## src/stt_pkg.sv

```systemverilog
`timescale 1ns / 1ps
// ----------------------------------------------------------------------------
// Software timer table package
// Command, status and result codes, controller states and fixed widths that
// the timer table and its expiry memory share.
// ----------------------------------------------------------------------------
package stt_pkg;

  localparam int unsigned CMD_W        = 2;
  localparam int unsigned SLOT_W       = 4;
  localparam int unsigned EXPIRY_W     = 32;
  localparam int unsigned INDEX_W      = 4;
  localparam int unsigned STATUS_W     = 2;
  localparam int unsigned RESULT_LIMIT = 16;
  localparam int unsigned CNT_W        = 5;

  typedef enum logic [CMD_W-1:0] {
    CMD_ADD  = 2'd0,
    CMD_DEL  = 2'd1,
    CMD_TICK = 2'd2
  } cmd_e;

  typedef enum logic [STATUS_W-1:0] {
    ST_OK        = 2'd0,
    ST_ALREADY   = 2'd1,
    ST_NOT_ADDED = 2'd2
  } status_e;

  typedef enum logic {
    KIND_STATUS = 1'b0,
    KIND_EXPIRY = 1'b1
  } kind_e;

  typedef enum logic [1:0] {
    S_IDLE,
    S_SCAN,
    S_FLUSH
  } state_e;

endpackage

```

## src/stt_expiry_mem.sv

```systemverilog
`timescale 1ns / 1ps
// ----------------------------------------------------------------------------
// Expiry memory
// One write port and one registered read port holding the absolute expiry
// time of every timer slot.
// ----------------------------------------------------------------------------
module stt_expiry_mem import stt_pkg::*; #(
  parameter int unsigned NUM_TIMERS = 16,
  parameter int unsigned TIME_BITS  = 32,
  parameter int unsigned ADDR_W     = 4
) (
  input  logic                 clk_i,
  input  logic                 wr_en_i,
  input  logic [ADDR_W-1:0]    wr_addr_i,
  input  logic [TIME_BITS-1:0] wr_data_i,
  input  logic [ADDR_W-1:0]    rd_addr_i,
  output logic [TIME_BITS-1:0] rd_data_o
);

  logic [TIME_BITS-1:0] mem_q [NUM_TIMERS];
  logic [TIME_BITS-1:0] rd_data_q;

  always_ff @(posedge clk_i) begin
    if (wr_en_i) begin
      mem_q[wr_addr_i] <= wr_data_i;
    end
  end

  always_ff @(posedge clk_i) begin
    rd_data_q <= mem_q[rd_addr_i];
  end

  assign rd_data_o = rd_data_q;

endmodule

```

## src/software_timer_table.sv

```systemverilog
`timescale 1ns / 1ps
// ----------------------------------------------------------------------------
// Software timer table
// Add and delete give their status in the cycle after they are accepted; a tick
// gives no status. A tick that reaches the deadline walks every slot of the
// expiry memory, one slot a cycle unless the output stalls.
// Reset clears all armed flags and the time counter, and sets the deadline
// to half range; the expiry memory holds no reset value.
// ----------------------------------------------------------------------------
module software_timer_table import stt_pkg::*; #(
  parameter int unsigned NUM_TIMERS = 16,
  parameter int unsigned TIME_BITS  = 32
) (
  input  logic                clk_i,
  input  logic                rst_ni,
  input  logic                in_valid_i,
  output logic                in_ready_o,
  input  logic [CMD_W-1:0]    command_i,
  input  logic [SLOT_W-1:0]   slot_id_i,
  input  logic [EXPIRY_W-1:0] expiry_tick_i,
  output logic                out_valid_o,
  input  logic                out_ready_i,
  output logic                kind_o,
  output logic [INDEX_W-1:0]  timer_index_o,
  output logic [STATUS_W-1:0] status_o,
  output logic                last_o
);

  localparam int unsigned IDX_W = (NUM_TIMERS > 1) ? $clog2(NUM_TIMERS) : 1;
  localparam logic [IDX_W-1:0] LAST_IDX = IDX_W'(NUM_TIMERS - 1);
  localparam logic [TIME_BITS-1:0] HALF_RANGE = {1'b0, {(TIME_BITS-1){1'b1}}};

  function automatic logic diff_pos(input logic [TIME_BITS-1:0] a,
                                    input logic [TIME_BITS-1:0] b);
    logic [TIME_BITS-1:0] d;
    d = a - b;
    return (d != '0) && !d[TIME_BITS-1];
  endfunction

  state_e                state_q, state_d;
  logic [IDX_W-1:0]      chk_q, chk_d;
  logic [CNT_W-1:0]      cnt_q, cnt_d;
  logic                  pend_valid_q, pend_valid_d;
  logic [IDX_W-1:0]      pend_idx_q, pend_idx_d;
  logic [NUM_TIMERS-1:0] armed_q, armed_d;
  logic [TIME_BITS-1:0]  cur_q, cur_d;
  logic [TIME_BITS-1:0]  nd_q, nd_d;

  logic                  out_valid_q, out_valid_d;
  kind_e                 out_kind_q, out_kind_d;
  logic [INDEX_W-1:0]    out_idx_q, out_idx_d;
  status_e               out_status_q, out_status_d;
  logic                  out_last_q, out_last_d;

  logic                  wr_en;
  logic [IDX_W-1:0]      rd_addr;
  logic [TIME_BITS-1:0]  rd_data;

  logic                  out_free;
  logic                  accept;
  logic                  slot_ok;
  logic [IDX_W-1:0]      slot_idx;
  logic [TIME_BITS-1:0]  exp_in;
  logic [TIME_BITS-1:0]  tick_time;
  logic                  scan_armed;
  logic                  scan_fire;
  logic                  scan_stall;

  stt_expiry_mem #(
    .NUM_TIMERS (NUM_TIMERS),
    .TIME_BITS  (TIME_BITS),
    .ADDR_W     (IDX_W)
  ) u_expiry_mem (
    .clk_i     (clk_i),
    .wr_en_i   (wr_en),
    .wr_addr_i (slot_idx),
    .wr_data_i (exp_in),
    .rd_addr_i (rd_addr),
    .rd_data_o (rd_data)
  );

  assign out_free   = !out_valid_q || out_ready_i;
  assign in_ready_o = (state_q == S_IDLE) && out_free;
  assign accept     = in_valid_i && in_ready_o;
  assign slot_ok    = 32'(slot_id_i) < 32'(NUM_TIMERS);
  assign slot_idx   = IDX_W'(slot_id_i);
  assign exp_in     = TIME_BITS'(expiry_tick_i);
  assign tick_time  = cur_q + TIME_BITS'(1);

  assign scan_armed = armed_q[chk_q];
  assign scan_fire  = (state_q == S_SCAN) && scan_armed && !diff_pos(rd_data, cur_q)
                      && (cnt_q < CNT_W'(RESULT_LIMIT));
  assign scan_stall = scan_fire && pend_valid_q && !out_free;

  always_ff @(posedge clk_i or negedge rst_ni) begin
    if (!rst_ni) begin
      state_q      <= S_IDLE;
      chk_q        <= '0;
      cnt_q        <= '0;
      pend_valid_q <= 1'b0;
      armed_q      <= '0;
      cur_q        <= '0;
      nd_q         <= HALF_RANGE;
      out_valid_q  <= 1'b0;
    end else begin
      state_q      <= state_d;
      chk_q        <= chk_d;
      cnt_q        <= cnt_d;
      pend_valid_q <= pend_valid_d;
      armed_q      <= armed_d;
      cur_q        <= cur_d;
      nd_q         <= nd_d;
      out_valid_q  <= out_valid_d;
    end
  end

  always_ff @(posedge clk_i) begin
    pend_idx_q   <= pend_idx_d;
    out_kind_q   <= out_kind_d;
    out_idx_q    <= out_idx_d;
    out_status_q <= out_status_d;
    out_last_q   <= out_last_d;
  end

  always_comb begin
    state_d      = state_q;
    chk_d        = chk_q;
    cnt_d        = cnt_q;
    pend_valid_d = pend_valid_q;
    pend_idx_d   = pend_idx_q;
    armed_d      = armed_q;
    cur_d        = cur_q;
    nd_d         = nd_q;
    out_valid_d  = out_valid_q && !out_ready_i;
    out_kind_d   = out_kind_q;
    out_idx_d    = out_idx_q;
    out_status_d = out_status_q;
    out_last_d   = out_last_q;
    wr_en        = 1'b0;
    rd_addr      = '0;

    case (state_q)
      S_IDLE: begin
        if (accept) begin
          case (cmd_e'(command_i))
            CMD_ADD: begin
              out_valid_d  = 1'b1;
              out_kind_d   = KIND_STATUS;
              out_idx_d    = slot_id_i;
              out_last_d   = 1'b1;
              out_status_d = ST_NOT_ADDED;
              if (slot_ok) begin
                out_status_d      = armed_q[slot_idx] ? ST_ALREADY : ST_OK;
                armed_d[slot_idx] = 1'b1;
                wr_en             = 1'b1;
                if (diff_pos(nd_q, exp_in)) begin
                  nd_d = exp_in;
                end
              end
            end
            CMD_DEL: begin
              out_valid_d  = 1'b1;
              out_kind_d   = KIND_STATUS;
              out_idx_d    = slot_id_i;
              out_last_d   = 1'b1;
              out_status_d = ST_NOT_ADDED;
              if (slot_ok) begin
                out_status_d      = armed_q[slot_idx] ? ST_OK : ST_NOT_ADDED;
                armed_d[slot_idx] = 1'b0;
              end
            end
            CMD_TICK: begin
              cur_d = tick_time;
              if (!diff_pos(nd_q, tick_time)) begin
                state_d = S_SCAN;
                chk_d   = '0;
                cnt_d   = '0;
                nd_d    = tick_time + HALF_RANGE;
              end
            end
            default: begin
            end
          endcase
        end
      end

      S_SCAN: begin
        rd_addr = scan_stall ? chk_q : chk_q + IDX_W'(1);
        if (!scan_stall) begin
          if (scan_fire) begin
            armed_d[chk_q] = 1'b0;
            cnt_d          = cnt_q + CNT_W'(1);
            pend_valid_d   = 1'b1;
            pend_idx_d     = chk_q;
            if (pend_valid_q) begin
              out_valid_d  = 1'b1;
              out_kind_d   = KIND_EXPIRY;
              out_idx_d    = INDEX_W'(pend_idx_q);
              out_status_d = ST_OK;
              out_last_d   = 1'b0;
            end
          end else if (scan_armed && diff_pos(nd_q, rd_data)) begin
            nd_d = rd_data;
          end
          if (chk_q == LAST_IDX) begin
            state_d = S_FLUSH;
          end else begin
            chk_d = chk_q + IDX_W'(1);
          end
        end
      end

      S_FLUSH: begin
        if (!pend_valid_q) begin
          state_d = S_IDLE;
        end else if (out_free) begin
          out_valid_d  = 1'b1;
          out_kind_d   = KIND_EXPIRY;
          out_idx_d    = INDEX_W'(pend_idx_q);
          out_status_d = ST_OK;
          out_last_d   = 1'b1;
          pend_valid_d = 1'b0;
          state_d      = S_IDLE;
        end
      end

      default: begin
        state_d = S_IDLE;
      end
    endcase
  end

  assign out_valid_o   = out_valid_q;
  assign kind_o        = out_kind_q;
  assign timer_index_o = out_idx_q;
  assign status_o      = out_status_q;
  assign last_o        = out_last_q;

`ifndef SYNTHESIS
  a_pend_only_busy: assert property (@(posedge clk_i) disable iff (!rst_ni)
    (state_q == S_IDLE) |-> !pend_valid_q)
    else $error("pending expiry held while idle");

  a_status_is_last: assert property (@(posedge clk_i) disable iff (!rst_ni)
    (out_valid_o && out_kind_q == KIND_STATUS) |-> out_last_q)
    else $error("status result not marked last");

  a_fire_disarms: assert property (@(posedge clk_i) disable iff (!rst_ni)
    (scan_fire && !scan_stall) |=> !armed_q[$past(chk_q)])
    else $error("fired slot still armed");

  a_cnt_limit: assert property (@(posedge clk_i) disable iff (!rst_ni)
    cnt_q <= CNT_W'(RESULT_LIMIT))
    else $error("expiry count beyond result limit");
`endif

endmodule
```

## config.mk

```make
export PLATFORM = sky130hd
export DESIGN_NAME = software_timer_table
export DESIGN_NICKNAME = d
export VERILOG_FILES = /design/src/stt_pkg.sv /design/src/stt_expiry_mem.sv /design/src/software_timer_table.sv
export SDC_FILE = /design/constraint.sdc
export NUM_CORES = 1
export LEC_CHECK = 0
export ABC_AREA = 1
export BUFFER_PORTS_ARGS = -buffer_cell sky130_fd_sc_hd__buf_2
export CAP_MARGIN = 10
export CORE_MARGIN = 2
export CORE_UTILIZATION = 35
export DETAILED_ROUTE_END_ITERATION = 12
export PLACE_DENSITY_LB_ADDON = 0.12
export SYNTH_ARGS = -nofsm -noshare
export SYNTH_HDL_FRONTEND = slang
export SYNTH_SLANG_ARGS = --single-unit
```

## constraint.sdc

```tcl
create_clock -name clk_i -period 4.55 [get_ports clk_i]
set_clock_uncertainty 0.15 [all_clocks]
set_input_delay 0.2275 -clock clk_i [delete_from_list [all_inputs] [get_ports clk_i]]
set_output_delay 0.2275 -clock clk_i [all_outputs]
set_load 0.02 [all_outputs]
```

==> results of run 1 <==
[area by class of cell]
cell class,instances,share of cell area [%]
Clock inverter,34,0.941
Tap cell,1488,4.05
Inverter,734,6.00
Antenna cell,2,0.0109
Multi-Input combinational cell,3282,37.5
Timing Repair Buffer,285,6.02
Clock buffer,109,4.71
Sequential cell,649,40.8
[logic make-up after synthesis]
group	synth area share (%)
compound gates	6.29
flops	47.9
buf+inv	9.16
mux	0.0256
fa+ha+maj	4.40
simple gates	30.0
xor+xnor	2.19
[power breakdown]
part / switching (mW) / internal [mW]
registers: 1.02 / 7.15
logic: 11.6 / 6.25
clock network: 2.60 / 3.80
[registers in the layout, summed over array words and instances, names as in the netlist, named ones only]
signal and cells:
status_o 2, nd_q 32, pend_valid_q 1, cnt_q 5, timer_index_o 4, out_valid_o 1, pend_idx_q 4, chk_q 4
kind_o 1, last_o 1, state_q 2, u_expiry_mem.rd_data_o 32, cur_q 32, u_expiry_mem.mem_q 512
[how the worst max path moves through the flow]
stage,slack (ns),from,endpoint
3_5_place_dp,-0.26,u_expiry_mem.rd_data_o[0],u_expiry_mem.rd_data_o[19]
2_1_floorplan,0.03,state_q[0],u_expiry_mem.mem_q[3][0]
6_report,0.23,cur_q[1],nd_q[23]
3_3_place_gp,-0.23,u_expiry_mem.rd_data_o[0],u_expiry_mem.rd_data_o[19]
4_1_cts,0.003,u_expiry_mem.rd_data_o[0],u_expiry_mem.rd_data_o[17]
5_1_grt,-0.06,cur_q[1],nd_q[13]
[worst max-delay path, delay by kind of cell, from the launching register on]
family	cells	cell delay [ns]
XOR/XNOR	1	0.23
buffers and inverters	3	0.39
adder cells (fa/ha/maj)	2	0.45
AND/OR/NAND/NOR	24	2.60
flip-flops	1	0.43
[Yosys cell counts, types with 14 or more instances]
library cell and number:
edfxtp_1 524, nand2_2 17, xor2_1 73, dfrtp_1 62
a32oi_1 14, o211ai_1 21, nor3_1 47, dfstp_2 31
xnor2_1 25, inv_1 718, ha_1 131, o21bai_1 17
buf_2 92, nor2_1 321, dfxtp_1 32, a21oi_1 132
nand3_1 690, o21ai_1 19, nand4_1 57, nand3b_1 141
nand2_1 1280, o21ai_0 178, clkbuf_1 62
[metal layers]
layer,share of wire (%),up-vias,GRT usage (%)
li1,-,16400,-
met1,47,16300,33.2
met2,46,785,38.3
met3,4.7,169,2.59
met4,2.0,8,5.46
met5,0.034,-,0
[through the flow]
| step | power, mW | utilization (%) | setup TNS [ns] |
|---|---|---|---|
| 3_5_place_dp | 25.3 | 38.3 | -0.474 |
| 3_3_place_gp | 25.3 | 38.3 | -0.369 |
| 4_1_cts | 31.9 | 41.0 | 0 |
| 2_1_floorplan | 19.5 | - | 0 |
| 6_report | 32.4 | 41.5 | 0 |
| 5_1_grt | 34.9 | 41.5 | -0.990 |
[what timing repair did]
item                                    CTS  global route
hold buffers                             42             0
gates resized for setup                   4            88
pin swaps                                 0            21
buffers inserted                          0            13
hold endpoints to repair                588             0
endpoints found under the setup margin    6            75
cloned                                    1             3
==> impl_metrics.json, run 1 <==
{
  "status": "finished, final reports clean",
  "place_ws_ns": -0.258,
  "cp.arrival_ns": 4.76,
  "fillers": 11300,
  "drt_iter0_markers": 2660,
  "drt-pass1-iter-count": 5,
  "grt_use_total_pct": 23.4,
  "numClockSinks": 649,
  "rows": 122,
  "layout_setup_ws_ns": 0.230,
  "regArea_mm2": 0.0188,
  "reg2regPathDepth": 30,
  "hold_path.class": "input pin to asynchronous set/reset pin",
  "dieHeight_um": 338,
  "p_leak_nw": 20.3,
  "synth_top_area_share_pct": 40.2,
  "maxCapViolations": 0,
  "slew_viol_final": 0,
  "ant_nets": 0,
  "async_flop_share_pct": 14.3,
  "clk_path_buf_depth": 3,
  "worstSetupStartpointType": "flip-flop",
  "path_max_fanout": 24,
  "ys_ff_latch": 649,
  "seq_area_frac_synth_pct": 47.9,
  "place_hpwl_um": 92600,
  "slowest_delay_ns": 0.43,
  "numPortBuffers": 51,
  "slew_headroom_pct": 35.4,
  "netlist_instances": 4841,
  "r2r_setup_slack_ns": 0.23,
  "overflow": 0,
  "cts_buffers": 77,
  "clk_latency_ns": 0.67,
  "floorplan.core_area_mm2": 0.111,
  "place_inst": 6379,
  "nets": 5206,
  "die_w_um": 338,
  "peakVddDrop_mv": 0.310,
  "die_area_mm2": 0.114,
  "grt_pass1_wl_um": 205000,
  "routed_wl_um": 137000,
  "final_common_cell": "nand2_1",
  "regToRegStartpoint": "cur_q[1]",
  "syn2layout_area_growth_pct": 17.6,
  "final_cell_mix": "nand2_1 (1265), inv_1 (712), nand3_1 (683), edfxtp_1 (524), nor2_1 (302)",
  "critical_path.endpoint_type": "flip-flop",
  "synthesis.nets": 5018,
  "tightest_slew_ns": 0.968,
  "path_clk_slew_ns": 0.06,
  "post-route-period-util_pct": 95.0,
  "finalWeightedCongestion": 0.946,
  "syn_area_mm2": 0.0391,
  "holdWs_ns": 0.0742,
  "yosysWarningCount": 0,
  "drc": 0,
  "max_freq_ghz": 0.231,
  "grt_antenna_before_repair": 9,
  "vias_per_cell": 5.11,
  "ys.flop_type": "edfxtp_1",
  "cts_tree": "yes",
  "cp.required_ns": 4.99,
  "synth_area_leaders": "edfxtp_1 (40%), nand2_1 (12%), nand3_1 (8.8%)",
  "crit_type": "flip-flop to flip-flop",
  "wl_per_cell_um": 20.9,
  "multi_input_area_mm2": 0.0172,
  "io_pins": 52,
  "finalSetupViolCount": 0,
  "fin_crit_ns": 4.32,
  "hold_viol_final": 0,
  "start_util_pct": 35.3,
  "yosysTopAreaCell": "edfxtp_1",
  "cts-root-buf": "clkbuf_16",
  "final_cells": 6583,
  "crit_path_frequent_cell": "nand2_1",
  "stdcell_area_mm2": 0.0460,
  "grt_max_degree": 67,
  "drive_gt1_share_pct": 11.0,
  "vias": 33600,
  "p_per_area_mw_per_mm2": 704,
  "placed_cell_area_mm2": 0.0424,
  "grt_pass1_vias": 32300,
  "htree_levels": 3,
  "synth_cell_types": 64,
  "worstReg2RegEnd": "nd_q[23]",
  "slowest_stage": "dfrtp_1",
  "syn_area_per_cell_um2": 8.08,
  "synth_edf_count": 524
}
Note: power is estimated with default switching activity, not from simulation.
==> run 2: changes to the inputs <==
--- a/config.mk
+++ b/config.mk
@@ -10,6 +10,7 @@
 export CAP_MARGIN = 10
 export CORE_MARGIN = 2
 export CORE_UTILIZATION = 35
+export CTS_BUF_LIST = sky130_fd_sc_hd__clkbuf_4
 export DETAILED_ROUTE_END_ITERATION = 12
 export PLACE_DENSITY_LB_ADDON = 0.12
 export SYNTH_ARGS = -nofsm -noshare
==> constraint.sdc (replaced) <==
create_clock -name clk_i -period 4.32 [get_ports clk_i]
set_clock_uncertainty 0.15 [all_clocks]
set_input_delay 0.216 -clock clk_i [delete_from_list [all_inputs] [get_ports clk_i]]
set_output_delay 0.216 -clock clk_i [all_outputs]
set_load 0.02 [all_outputs]
==> impl_metrics.json, run 2 (same netlist as run 1, synthesis figures left out) <==
{
  "grt_antenna_before_repair": 8,
  "p_leak_nw": 21.8,
  "drive_gt1_share_pct": 18.1,
  "worstSetupStartpointType": "flip-flop",
  "die_w_um": 338,
  "r2r_setup_slack_ns": 0.07,
  "clk_path_buf_depth": 3,
  "placed_cell_area_mm2": 0.0435,
  "rows": 122,
  "drt-pass1-iter-count": 6,
  "floorplan.core_area_mm2": 0.111,
  "slowest_stage": "dfstp_2",
  "grt_use_total_pct": 23.7,
  "regMostFlops": "u_expiry_mem.mem_q",
  "layout_setup_ws_ns": 0.0701,
  "post-route-period-util_pct": 98.4,
  "critical_path.endpoint_type": "flip-flop",
  "hold_path.class": "input pin to flip-flop",
  "place_hpwl_um": 93800,
  "holdWs_ns": 0.132,
  "htree_levels": 4,
  "syn2layout_area_growth_pct": 24.2,
  "cp.required_ns": 5.17,
  "slowest_delay_ns": 0.56,
  "numPortBuffers": 51,
  "wl_per_cell_um": 20.3,
  "final_cells": 6981,
  "rsz0062_at_grt": "yes",
  "place_inst": 6495,
  "finalSetupViolCount": 0,
  "hold_viol_final": 0,
  "final_common_cell": "nand2_1",
  "overflow": 0,
  "path_clk_slew_ns": 0.07,
  "finalWeightedCongestion": 0.939,
  "fillers": 11300,
  "die_area_mm2": 0.114,
  "stdcell_area_mm2": 0.0486,
  "crit_type": "flip-flop to flip-flop",
  "final_util_pct": 43.8,
  "slew_headroom_pct": 38.4,
  "p_per_area_mw_per_mm2": 729,
  "reg2regPathDepth": 20,
  "place_ws_ns": -0.595,
  "worstReg2RegEnd": "nd_q[13]",
  "worstPathCellList": "inv_1 -> ha_1 -> fa_1 -> inv_1 -> nand3_1 -> nand2_1 -> xor2_1 -> nor3_1 -> o21ai_0 -> or3_1 -> nor3_1 -> nand3_1 -> nand3_1 -> nand2_1 -> nand3_1 -> nor2_4 -> nand2_8 -> clkbuf_16 -> nand2_1 -> nand2_1",
  "nets": 5519,
  "fin_tns_setup_ns": 0,
  "cp.arrival_ns": 5.10,
  "regToRegStartpoint": "nd_q[0]",
  "crit_cells": 20,
  "fin_crit_ns": 4.25,
  "slew_viol_final": 0,
  "max_freq_ghz": 0.235,
  "startpoint": "nd_q[0]",
  "crit_family": "simple AND/OR/NAND/NOR gates",
  "largest_reg_flops": 512,
  "grt_pass1_vias": 34000,
  "grt_pass1_wl_um": 208000,
  "critPathCapture": "nd_q[13]",
  "path_max_fanout": 7,
  "min_path_cells": 6,
  "grt_max_degree": 88,
  "ant_nets": 0,
  "total_power_mw": 35.4,
  "vias": 35100,
  "cts_buffers": 179,
  "tightest_slew_ns": 0.921,
  "drt_iter0_markers": 2795,
  "io_pins": 52,
  "vias_per_cell": 5.03,
  "numClockSinks": 649,
  "drc": 0,
  "start_util_pct": 35.3,
  "cts-root-buf": "clkbuf_4",
  "routed_wl_um": 142000,
  "cts_tree": "yes",
  "maxCapViolations": 0,
  "peakVddDrop_mv": 0.305,
  "clk_latency_ns": 1.12,
  "dieHeight_um": 338,
  "final_cell_mix": "nand2_1 (1231), inv_1 (712), nand3_1 (640), edfxtp_1 (524), nor2_1 (304)",
  "critPathBufInv": 3,
  "status": "finished, final reports clean"
}
[run 2: changes by cell type in the layout (fill, tap and decap cells not counted), sizes merged]
cell,change
clkbuf,+185
dlygate4sd3,+44
diode,+3
bufbuf,-1
clkinvlp,+2
inv,+5
bufinv,-7
clkinv,+20
buf,+147
[run 2: worst min-delay path: stages]
cell	delay [ns]
dlygate4sd3_1	0.55
buf_2	0.22
o211ai_1	0.12
nand2_1	0.07
nand3_1	0.07
nand2_1	0.06
[run 2: layout make-up]
class | count | area (um2) | share of cell area, %
flip-flops and latches | 649 | 18800 | 38.6
multi-input cells | 3282 | 17700 | 36.4
repair buffers | 496 | 5180 | 10.7
inverters | 734 | 2760 | 5.68
clock buffers | 273 | 2050 | 4.22
well taps | 1488 | 1860 | 3.83
clock inverters | 54 | 280 | 0.577
diodes | 5 | 12.5 | 0.0258
[run 2: worst min path at each step]
stage | slack [ns] | from | end
floorplan | -0.23 | rst_ni | asynchronous set/reset pin
global placement | 0.08 | rst_ni | cur_q[2]
detailed placement | 0.07 | rst_ni | cur_q[2]
CTS | 0.01 | expiry_tick_i[31] | nd_q[31]
global route | 0.09 | expiry_tick_i[31] | nd_q[31]
finish | 0.13 | expiry_tick_i[31] | nd_q[31]
[run 2: timing repair]
item / 4_1_cts / 5_1_grt
pin swaps: 3 / 49
hold endpoints to repair: 1198 / 0
setup buffers: 4 / 38
setup endpoints to repair: 74 / 90
hold buffers: 87 / 0
gates cloned: 0 / 28
resized for setup: 14 / 225
[run 2: power by group]
group          internal (mW)  leakage [nW]  switching [mW]  total (mW)
Combinational           8.26          14.2            12.8        21.1
Clock                   2.96          1.39            2.76        5.72
Sequential              7.54          6.13            1.10        8.64
[run 2: per-layer routing]
layer | share of wire [%] | GRT usage (%)
met5 | 0.0092 | 0
met4 | 1.9 | 5.98
met3 | 5.6 | 3.20
met2 | 47 | 39.2
met1 | 45 | 32.7
